`config.mk`:
```
export PLATFORM = sky130hd
export DESIGN_NAME = endpoint_circuit_breaker_top
export DESIGN_NICKNAME = d
export VERILOG_FILES = /design/src/ecb_pkg.sv /design/src/endpoint_circuit_breaker_top.sv /design/src/ecb_cfg.sv /design/src/ecb_core.sv
export SDC_FILE = /design/constraint.sdc
export NUM_CORES = 2
export LEC_CHECK = 0
export BUFFER_PORTS_ARGS = -buffer_cell sky130_fd_sc_hd__clkbuf_2
export CORE_AREA = 2 2 257 259
export CTS_BUF_LIST = sky130_fd_sc_hd__clkbuf_2 sky130_fd_sc_hd__clkbuf_4 sky130_fd_sc_hd__clkbuf_8
export DETAILED_ROUTE_END_ITERATION = 7
export DIE_AREA = 0 0 259 261
export GPL_TIMING_DRIVEN = 0
export MAX_ROUTING_LAYER = met4
export PLACE_DENSITY_LB_ADDON = 0.25
export SYNTH_ARGS = -nofsm -noshare
export SYNTH_HDL_FRONTEND = slang
export SYNTH_SLANG_ARGS = --single-unit
```
`constraint.sdc`:
```
create_clock -name clk -period 11.36 [get_ports clk]
set_clock_uncertainty 0.05 [all_clocks]
set_input_delay 1.136 -clock clk [delete_from_list [all_inputs] [get_ports clk]]
set_output_delay 1.136 -clock clk [all_outputs]
set_load 0.05 [all_outputs]
```
`src/ecb_pkg.sv`:
```
// Endpoint circuit breaker package: payload words, configuration set,
// operation / cause / register codes and the saturating helpers.
// No dependencies.
package ecb_pkg;

	// Width of the call and failure counters of the ratio window
	localparam int COUNT_BITS = 20;
	localparam int PROD_W     = COUNT_BITS + 17;
	localparam int CMP_W      = 33;

	// Operation codes
	localparam logic [2:0] OP_CALL_OK   = 3'd0;
	localparam logic [2:0] OP_CALL_FAIL = 3'd1;
	localparam logic [2:0] OP_CONN_EXC  = 3'd2;
	localparam logic [2:0] OP_CONN_OK   = 3'd3;
	localparam logic [2:0] OP_CONN_TMO  = 3'd4;
	localparam logic [2:0] OP_AVAIL     = 3'd5;

	// Cause codes
	localparam logic [2:0] CAUSE_NONE      = 3'd0;
	localparam logic [2:0] CAUSE_FAIL_RUN  = 3'd1;
	localparam logic [2:0] CAUSE_RATIO     = 3'd2;
	localparam logic [2:0] CAUSE_CONN_EXC  = 3'd3;
	localparam logic [2:0] CAUSE_CONN_TMO  = 3'd4;
	localparam logic [2:0] CAUSE_RECOVERED = 3'd5;

	// Register indexes
	localparam logic [2:0] REG_CHECK_INTERVAL    = 3'd0;
	localparam logic [2:0] REG_MIN_FAIL_WINDOW   = 3'd1;
	localparam logic [2:0] REG_FAIL_LIMIT        = 3'd2;
	localparam logic [2:0] REG_MIN_TIMEOUT_COUNT = 3'd3;
	localparam logic [2:0] REG_TIMEOUT_RATIO     = 3'd4;
	localparam logic [2:0] REG_RETRY_INTERVAL    = 3'd5;
	localparam logic [2:0] REG_MAX_CONN_EXC      = 3'd6;

	// Register reset values
	localparam logic [15:0] RST_CHECK_INTERVAL    = 16'd60;
	localparam logic [15:0] RST_MIN_FAIL_WINDOW   = 16'd5;
	localparam logic [15:0] RST_FAIL_LIMIT        = 16'd5;
	localparam logic [15:0] RST_MIN_TIMEOUT_COUNT = 16'd2;
	localparam logic [16:0] RST_TIMEOUT_RATIO     = 17'd32768;
	localparam logic [15:0] RST_RETRY_INTERVAL    = 16'd30;
	localparam logic [15:0] RST_MAX_CONN_EXC      = 16'd1;

	typedef struct packed {
		logic [2:0]  operation;
		logic        timeout_flag;
		logic [31:0] now_seconds;
	} in_word_t;

	typedef struct packed {
		logic       is_active;
		logic       link_close;
		logic       use_allowed;
		logic [2:0] cause;
	} out_word_t;

	typedef struct packed {
		logic [15:0] check_interval;
		logic [15:0] min_fail_window;
		logic [15:0] fail_limit;
		logic [15:0] min_timeout_count;
		logic [16:0] timeout_ratio;
		logic [15:0] retry_interval;
		logic [15:0] max_conn_exc;
	} cfg_t;

	// Time stamp plus an interval, clamped at the top of the 32-bit range
	function automatic logic [31:0] time_add(input logic [31:0] now, input logic [15:0] delta);
		logic [32:0] sum;
		sum = {1'b0, now} + {17'b0, delta};
		return sum[32] ? {32{1'b1}} : sum[31:0];
	endfunction

	function automatic logic [COUNT_BITS-1:0] cnt_inc(input logic [COUNT_BITS-1:0] v);
		return (v == {COUNT_BITS{1'b1}}) ? v : v + 1'b1;
	endfunction

	function automatic logic [15:0] inc16(input logic [15:0] v);
		return (v == 16'hFFFF) ? v : v + 16'd1;
	endfunction

endpackage

```
`src/endpoint_circuit_breaker_top.sv`:
```
// Endpoint circuit breaker, top level: input register, health core, result register.
// Depends on ecb_pkg, ecb_cfg and ecb_core.
//
// Tracks the health of one remote endpoint from a stream of time-stamped events
// (call ok / failed, connection exception / ok, connect-timeout flag, availability
// check) and returns exactly one result word per event word. The endpoint is
// disabled by a long enough run of failed calls, by the failure ratio over a check
// interval, by too many connection exceptions or by a raised connect-timeout flag;
// the last three also pulse link_close. One event word is taken every clock cycle
// while the output side keeps up; each word waits in the input register and then
// moves into the result register, where its result word is shown on out_word until
// the receiver takes it. The combinational path from input register to result
// register holds the 17 x COUNT_BITS ratio multiply and its compare. Configuration
// registers are written through cfg_wr_en / cfg_index / cfg_data; the user must
// write them only while no event is in flight, which the block does not enforce.
// Indexes beyond six are ignored.
module endpoint_circuit_breaker_top (
	input  logic                clk,
	input  logic                arst_n,
	// Configuration write port
	input  logic                cfg_wr_en,
	input  logic [2:0]          cfg_index,
	input  logic [16:0]         cfg_data,
	// Event channel
	input  logic                in_valid,
	output logic                in_stall,
	input  ecb_pkg::in_word_t   in_word,
	// Result channel
	output logic                out_valid,
	input  logic                out_stall,
	output ecb_pkg::out_word_t  out_word
);

	ecb_pkg::cfg_t       cfg;
	ecb_pkg::in_word_t   in_word_s1;
	logic                in_valid_s1;
	ecb_pkg::out_word_t  out_word_s2;
	logic                out_valid_s2;
	ecb_pkg::out_word_t  core_result;
	logic                s2_free;
	logic                s1_adv;
	logic                in_acc;

	// Result register can load when empty or when its word leaves this cycle
	assign s2_free  = !out_valid_s2 || !out_stall;
	// The held event is processed (state update) as it moves into the result register
	assign s1_adv   = in_valid_s1 && s2_free;
	// Hold off the sender only while the input register is full and cannot drain
	assign in_stall = in_valid_s1 && !s2_free;
	assign in_acc   = in_valid && !in_stall;

	ecb_cfg u_cfg (
		.clk       (clk),
		.arst_n    (arst_n),
		.cfg_wr_en (cfg_wr_en),
		.cfg_index (cfg_index),
		.cfg_data  (cfg_data),
		.cfg       (cfg)
	);

	ecb_core u_core (
		.clk    (clk),
		.arst_n (arst_n),
		.fire   (s1_adv),
		.word   (in_word_s1),
		.cfg    (cfg),
		.result (core_result)
	);

	// Input register: load on acceptance, drop the valid once it has advanced
	always_ff @(posedge clk or negedge arst_n) begin
		if (!arst_n) begin
			in_valid_s1 <= 1'b0;
		end else if (in_acc) begin
			in_valid_s1 <= 1'b1;
		end else if (s1_adv) begin
			in_valid_s1 <= 1'b0;
		end
	end

	always_ff @(posedge clk) begin
		if (in_acc)
			in_word_s1 <= in_word;
	end

	// Result register: advance whenever there is room, hold while stalled
	always_ff @(posedge clk or negedge arst_n) begin
		if (!arst_n) begin
			out_valid_s2 <= 1'b0;
		end else if (s2_free) begin
			out_valid_s2 <= in_valid_s1;
		end
	end

	always_ff @(posedge clk) begin
		if (s1_adv)
			out_word_s2 <= core_result;
	end

	assign out_valid = out_valid_s2;
	assign out_word  = out_word_s2;

endmodule

```
`src/ecb_cfg.sv`:
```
// Configuration register file of the endpoint circuit breaker.
// Depends on ecb_pkg.
module ecb_cfg (
	input  logic                clk,
	input  logic                arst_n,
	input  logic                cfg_wr_en,
	input  logic [2:0]          cfg_index,
	input  logic [16:0]         cfg_data,
	output ecb_pkg::cfg_t       cfg
);

	ecb_pkg::cfg_t cfg_q;

	always_ff @(posedge clk or negedge arst_n) begin
		if (!arst_n) begin
			cfg_q.check_interval    <= ecb_pkg::RST_CHECK_INTERVAL;
			cfg_q.min_fail_window   <= ecb_pkg::RST_MIN_FAIL_WINDOW;
			cfg_q.fail_limit        <= ecb_pkg::RST_FAIL_LIMIT;
			cfg_q.min_timeout_count <= ecb_pkg::RST_MIN_TIMEOUT_COUNT;
			cfg_q.timeout_ratio     <= ecb_pkg::RST_TIMEOUT_RATIO;
			cfg_q.retry_interval    <= ecb_pkg::RST_RETRY_INTERVAL;
			cfg_q.max_conn_exc      <= ecb_pkg::RST_MAX_CONN_EXC;
		end else if (cfg_wr_en) begin
			case (cfg_index)
				ecb_pkg::REG_CHECK_INTERVAL:    cfg_q.check_interval    <= cfg_data[15:0];
				ecb_pkg::REG_MIN_FAIL_WINDOW:   cfg_q.min_fail_window   <= cfg_data[15:0];
				ecb_pkg::REG_FAIL_LIMIT:        cfg_q.fail_limit        <= cfg_data[15:0];
				ecb_pkg::REG_MIN_TIMEOUT_COUNT: cfg_q.min_timeout_count <= cfg_data[15:0];
				ecb_pkg::REG_TIMEOUT_RATIO:     cfg_q.timeout_ratio     <= cfg_data;
				ecb_pkg::REG_RETRY_INTERVAL:    cfg_q.retry_interval    <= cfg_data[15:0];
				ecb_pkg::REG_MAX_CONN_EXC:      cfg_q.max_conn_exc      <= cfg_data[15:0];
				default: begin
				end
			endcase
		end
	end

	assign cfg = cfg_q;

endmodule

```
`src/ecb_core.sv`:
```
// Health state of the endpoint and the single-pass event update.
// Depends on ecb_pkg.
module ecb_core (
	input  logic                clk,
	input  logic                arst_n,
	input  logic                fire,
	input  ecb_pkg::in_word_t   word,
	input  ecb_pkg::cfg_t       cfg,
	output ecb_pkg::out_word_t  result
);

	localparam int CB = ecb_pkg::COUNT_BITS;

	logic          active_q, active_n;
	logic [CB-1:0] total_q, total_n;
	logic [CB-1:0] failed_q, failed_n;
	logic [15:0]   fail_run_q, fail_run_n;
	logic [31:0]   deadline_q, deadline_n;
	logic [31:0]   next_check_q, next_check_n;
	logic [31:0]   next_retry_q, next_retry_n;
	logic          exc_active_q, exc_active_n;
	logic [15:0]   exc_count_q, exc_count_n;
	logic          tmo_active_q, tmo_active_n;

	// Call path terms
	logic                      is_fail;
	logic [CB-1:0]             tot_inc, fail_inc;
	logic [15:0]               run_inc;
	logic [31:0]               dl_upd;
	logic                      run_trip;
	logic [ecb_pkg::PROD_W-1:0] ratio_lhs, ratio_rhs;
	logic                      ratio_trip;
	logic [31:0]               now;
	logic [31:0]               retry_at;

	assign now      = word.now_seconds;
	assign retry_at = ecb_pkg::time_add(now, cfg.retry_interval);

	assign is_fail  = (word.operation == ecb_pkg::OP_CALL_FAIL);
	assign tot_inc  = ecb_pkg::cnt_inc(total_q);
	assign fail_inc = is_fail ? ecb_pkg::cnt_inc(failed_q) : failed_q;
	assign run_inc  = ecb_pkg::inc16(fail_run_q);
	assign dl_upd   = (is_fail && fail_run_q == 16'd0) ?
			ecb_pkg::time_add(now, cfg.min_fail_window) : deadline_q;
	assign run_trip = is_fail && (run_inc >= cfg.fail_limit) && (now >= dl_upd);

	// Exact fixed-point ratio test: failed * 2^16 >= ratio * total
	assign ratio_lhs  = ecb_pkg::PROD_W'({fail_inc, 16'b0});
	assign ratio_rhs  = ecb_pkg::PROD_W'(cfg.timeout_ratio) * ecb_pkg::PROD_W'(tot_inc);
	assign ratio_trip = is_fail
			&& (ecb_pkg::CMP_W'(fail_inc) >= ecb_pkg::CMP_W'(cfg.min_timeout_count))
			&& (ratio_lhs >= ratio_rhs);

	always_comb begin
		active_n     = active_q;
		total_n      = total_q;
		failed_n     = failed_q;
		fail_run_n   = fail_run_q;
		deadline_n   = deadline_q;
		next_check_n = next_check_q;
		next_retry_n = next_retry_q;
		exc_active_n = exc_active_q;
		exc_count_n  = exc_count_q;
		tmo_active_n = tmo_active_q;
		result       = '0;

		case (word.operation)
			ecb_pkg::OP_CALL_OK, ecb_pkg::OP_CALL_FAIL: begin
				if (!active_q) begin
					if (!is_fail) begin
						active_n     = 1'b1;
						fail_run_n   = 16'd0;
						next_check_n = ecb_pkg::time_add(now, cfg.check_interval);
						total_n      = CB'(1);
						failed_n     = '0;
						tmo_active_n = 1'b0;
						exc_active_n = 1'b0;
						result.cause = ecb_pkg::CAUSE_RECOVERED;
					end
				end else begin
					total_n    = tot_inc;
					failed_n   = fail_inc;
					deadline_n = dl_upd;
					fail_run_n = is_fail ? run_inc : 16'd0;
					if (run_trip) begin
						active_n     = 1'b0;
						next_retry_n = retry_at;
						result.cause = ecb_pkg::CAUSE_FAIL_RUN;
					end else if (now > next_check_q) begin
						next_check_n = ecb_pkg::time_add(now, cfg.check_interval);
						if (ratio_trip) begin
							active_n          = 1'b0;
							next_retry_n      = retry_at;
							result.link_close = 1'b1;
							result.cause      = ecb_pkg::CAUSE_RATIO;
						end else begin
							total_n  = '0;
							failed_n = '0;
						end
					end
				end
			end
			ecb_pkg::OP_CONN_EXC: begin
				if (!exc_active_q) begin
					exc_count_n = ecb_pkg::inc16(exc_count_q);
					if (exc_count_q >= cfg.max_conn_exc) begin
						active_n          = 1'b0;
						next_retry_n      = retry_at;
						exc_active_n      = 1'b1;
						result.link_close = 1'b1;
						result.cause      = ecb_pkg::CAUSE_CONN_EXC;
					end
				end
			end
			ecb_pkg::OP_CONN_OK: begin
				exc_active_n = 1'b0;
				exc_count_n  = 16'd0;
				if (!active_q) begin
					active_n     = 1'b1;
					result.cause = ecb_pkg::CAUSE_RECOVERED;
				end
			end
			ecb_pkg::OP_CONN_TMO: begin
				if (word.timeout_flag != tmo_active_q) begin
					tmo_active_n = word.timeout_flag;
					if (word.timeout_flag) begin
						active_n          = 1'b0;
						next_retry_n      = retry_at;
						result.link_close = 1'b1;
						result.cause      = ecb_pkg::CAUSE_CONN_TMO;
					end
				end
			end
			ecb_pkg::OP_AVAIL: begin
				if (active_q || now >= next_retry_q) begin
					if (!active_q)
						next_retry_n = retry_at;
					result.use_allowed = 1'b1;
				end
			end
			default: begin
			end
		endcase

		result.is_active = active_n;
	end

	always_ff @(posedge clk or negedge arst_n) begin
		if (!arst_n) begin
			active_q     <= 1'b1;
			total_q      <= '0;
			failed_q     <= '0;
			fail_run_q   <= 16'd0;
			deadline_q   <= 32'd0;
			next_check_q <= 32'd0;
			next_retry_q <= 32'd0;
			exc_active_q <= 1'b0;
			exc_count_q  <= 16'd0;
			tmo_active_q <= 1'b0;
		end else if (fire) begin
			active_q     <= active_n;
			total_q      <= total_n;
			failed_q     <= failed_n;
			fail_run_q   <= fail_run_n;
			deadline_q   <= deadline_n;
			next_check_q <= next_check_n;
			next_retry_q <= next_retry_n;
			exc_active_q <= exc_active_n;
			exc_count_q  <= exc_count_n;
			tmo_active_q <= tmo_active_n;
		end
	end

endmodule

```
==> results.yml <==
floorplanning:
  num_rows: 94
  die_h_um: 261
  io_pins: 69
  core_mm2: 0.0650
  start_util_pct: 49.3
  fp.dieArea_mm2: 0.0676
  die_w_um: 259
pwr:
  leakage_uw: 0.0173
  ir_drop_mv: 0.145
  powerDensity_mw_per_mm2: 174
  total_power_uw: 6190
synthesis:
  synth_mux_area_share_pct: 5.25
  synth.most_common_cell: "inv_1"
  synthTopCellsByCount: "inv_1 (479), nand2_1 (386), ha_1 (329)"
  ys.warnings.count: 0
  synth.avg_cell_area_um2: 9.32
  synth_cell_type_count: 84
  syn-num-nets: 4100
  synth_seq_cells: 328
  synth_fa_ha_area_share_pct: 29.8
  synth_xor_area_share_pct: 3.52
  synth_top_area_share_pct: 21.1
  synth-simple-area-share_pct: 15.4
  synth_top_family_by_area: "adder cells"
  synth_edf_count: 42
  yosys-top-cells-area: "dfrtp_1 (21%), fa_1 (17%), ha_1 (13%), inv_1 (5.6%), mux2_2 (4.8%)"
  synth-async-reset-ratio_pct: 87.2
  synth-seq-area-share_pct: 26.3
  synth_area_mm2: 0.0320
  synth_top_area_cell: "dfrtp_1"
  synth_ff_type: "dfrtp_1"
  synth_compound_area_share_pct: 12.4
  syn_inst: 3438
placement:
  place_congestion: 0.918
  numPortBuffers: 66
  dp_hpwl_um: 67800
timing:
  fin_crit_sh_pct: 98.6
  fmax_mhz: 89.3
  slew_violations: 0
  tns_ns: 0
  setup-violations-final: 0
  worstMarginPinSlew_ns: 1.35
  fin_crit_ns: 11.20
  hold_viol_final: 0
  slew-limit-headroom_pct: 9.25
grt:
  grt_pass1_vias: 25495
  grt_max_degree: 108
  grt_pass1_wl_um: 141000
  track_usage_pct: 27.6
  antenna_found_initial: 4
  overflow: 0
run_status:
  status: "finished, final reports clean"
worst_setup_path:
  critPathSlowestCell: "fa_1"
  cpMostUsedCell: "fa_1"
  setup.worst_path.start_class: "flop"
  max_stage_delay_ns: 0.56
  required_ns: 11.85
  critPathArrivalTime_ns: 11.69
  crit_type: "flop to flop"
  setup.worst_path.end_class: "flop"
  cp_max_fo: 10
routing:
  ant_nets: 0
  drc: 0
  routed_wl_um: 89100
  drt_iter0_drc: 1891
  viasPerCell: 5.62
  drtPass1Iterations: 7
  wl_per_cell_um: 19.8
  vias: 25332
flow_run:
  maxCapViolations: 0
finish:
  num-fill-cells: 5914
  area_delta_synth_final_pct: 11.3
  drive_gt1_share_pct: 12.8
  layout.nets: 4257
clocking:
  clkTransAtPathRegs_ns: 0.06
  insertion_delay_ns: 0.67
  root_buffer: "clkbuf_8"
  cts_tree: "yes"
  cts_buffer_depth: 3
  h-tree-depth: 2
  postCtsHoldBufs: 0
  numCtsBuffers: 59
  cts.sinks: 328
hold_path:
  hold_class: "input port to async pin"
per-stage QoR:
step                worst slack, ns  cell area (um2)  utilization, %  std cells  hold WS, ns
floorplan                      1.06            32000               -       3438        0.400
finish                        0.164            35600            54.8       4510        0.436
global route                 -0.168            35600            54.8       4509        0.468
global placement              -2.16            33400            51.4       4368        0.415
CTS                          0.0158            35300            54.3       4495        0.435
detailed placement            -2.16            33500            51.6       4372        0.425
report_power, final:
part / leakage [uW] / internal, uW / switching (uW)
registers: 0.00395 / 1470 / 164
clock network: 0.000709 / 716 / 537
logic: 0.0126 / 1340 / 1970
per-layer routing:
| layer | wire length [um] | track usage [%] | vias to the layer above |
|---|---|---|---|
| li1 | - | - | 11891 |
| met1 | 37400 | 34.6 | 12514 |
| met2 | 43700 | 46.7 | 718 |
| met3 | 4840 | 2.90 | 209 |
| met4 | 3260 | 9.22 | 0 |
| met5 | 0 | - | - |
placed cells by master (no fill, tap or decap), drive strengths merged, types with 17 or more instances in the layout:
master / netlist / final
nor2b: 23 / 23
buf: 13 / 49
and3: 32 / 32
o21a: 26 / 26
clkbuf: 122 / 272
nand4: 57 / 57
mux2: 136 / 136
xor2: 56 / 56
a22oi: 18 / 18
and2: 150 / 150
or2: 17 / 17
inv: 479 / 480
nand3: 57 / 57
a21o: 69 / 69
nand2b: 27 / 27
edfxtp: 42 / 42
a31oi: 23 / 23
nand2: 386 / 386
fa: 272 / 272
xnor2: 72 / 72
o21ai: 125 / 125
a21oi: 148 / 148
or3: 17 / 17
nor3: 49 / 49
dfrtp: 270 / 270
ha: 329 / 329
nor2: 158 / 158
o22ai: 35 / 35
a22o: 34 / 34
timing repair:
action	CTS	global route
setup endpoints to repair	76	75
buffers inserted	12	14
endpoints found under the hold margin	0	0
cloned	0	1
resized for setup	72	58
pin swaps	8	25
final timing paths:
check / startpoint / to / slack [ns] / depth (start not counted)
max: u_core.total_q[0] / u_core.next_retry_q[8] / 0.16 / 42
min: arst_n / u_core.next_retry_q[4] / 0.44 / 1
max reg2reg: u_core.total_q[0] / u_core.next_retry_q[8] / 0.16 / 42
min reg2reg: in_valid_s1 / out_valid / 0.44 / 1
max in group asynchronous: arst_n / u_core.total_q[9] / 9.25 / 3
min in group clk: in_valid_s1 / out_valid / 0.44 / 1
worst max-delay path: cells and delay by family (launching register included):
| kind | cells | cell delay [ns] |
|---|---|---|
| xor+xnor | 2 | 0.34 |
| simple gates | 12 | 2.78 |
| buf+inv | 7 | 0.83 |
| mux | 1 | 0.33 |
| flops | 1 | 0.44 |
| fa+ha+maj | 9 | 3.96 |
| compound gates | 11 | 2.32 |
state kept, by name, indices dropped and copies added (netlist names):
signal,count
u_core.total_q,20
out_valid,1
u_core.tmo_active_q,1
u_core.next_retry_q,32
u_core.exc_active_q,1
u_core.failed_q,20
in_valid_s1,1
u_core.deadline_q,32
u_core.next_check_q,32
u_cfg.cfg,113
u_core.fail_run_q,16
u_core.active_q,1
u_core.exc_count_q,16
out_word,6
in_word_s1,36
cell families after synthesis:
kind of cell               count (synthesis)
and+or+nand+nor                         1013
buffers and inverters                    615
AOI/OAI and AO/OA                        602
adders and majority gates                601
DFF                                      328
muxes                                    151
xor gates and xnor gates                 128
cell type report:
cell class                 count  area (um2)  share of cell area [%]
timing repair buffer          97         637                    1.79
buffer                       134         659                    1.85
tap                          864        1080                    3.03
clock inverter                21         186                   0.523
clock buffer                  90        1150                    3.23
sequential                   328        8450                    23.7
multi-input combinational   2495       21700                    60.8
antenna                        1        2.50                 0.00702
inverter                     480        1800                    5.05
No activity file was read; power rests on OpenSTA's default activity.
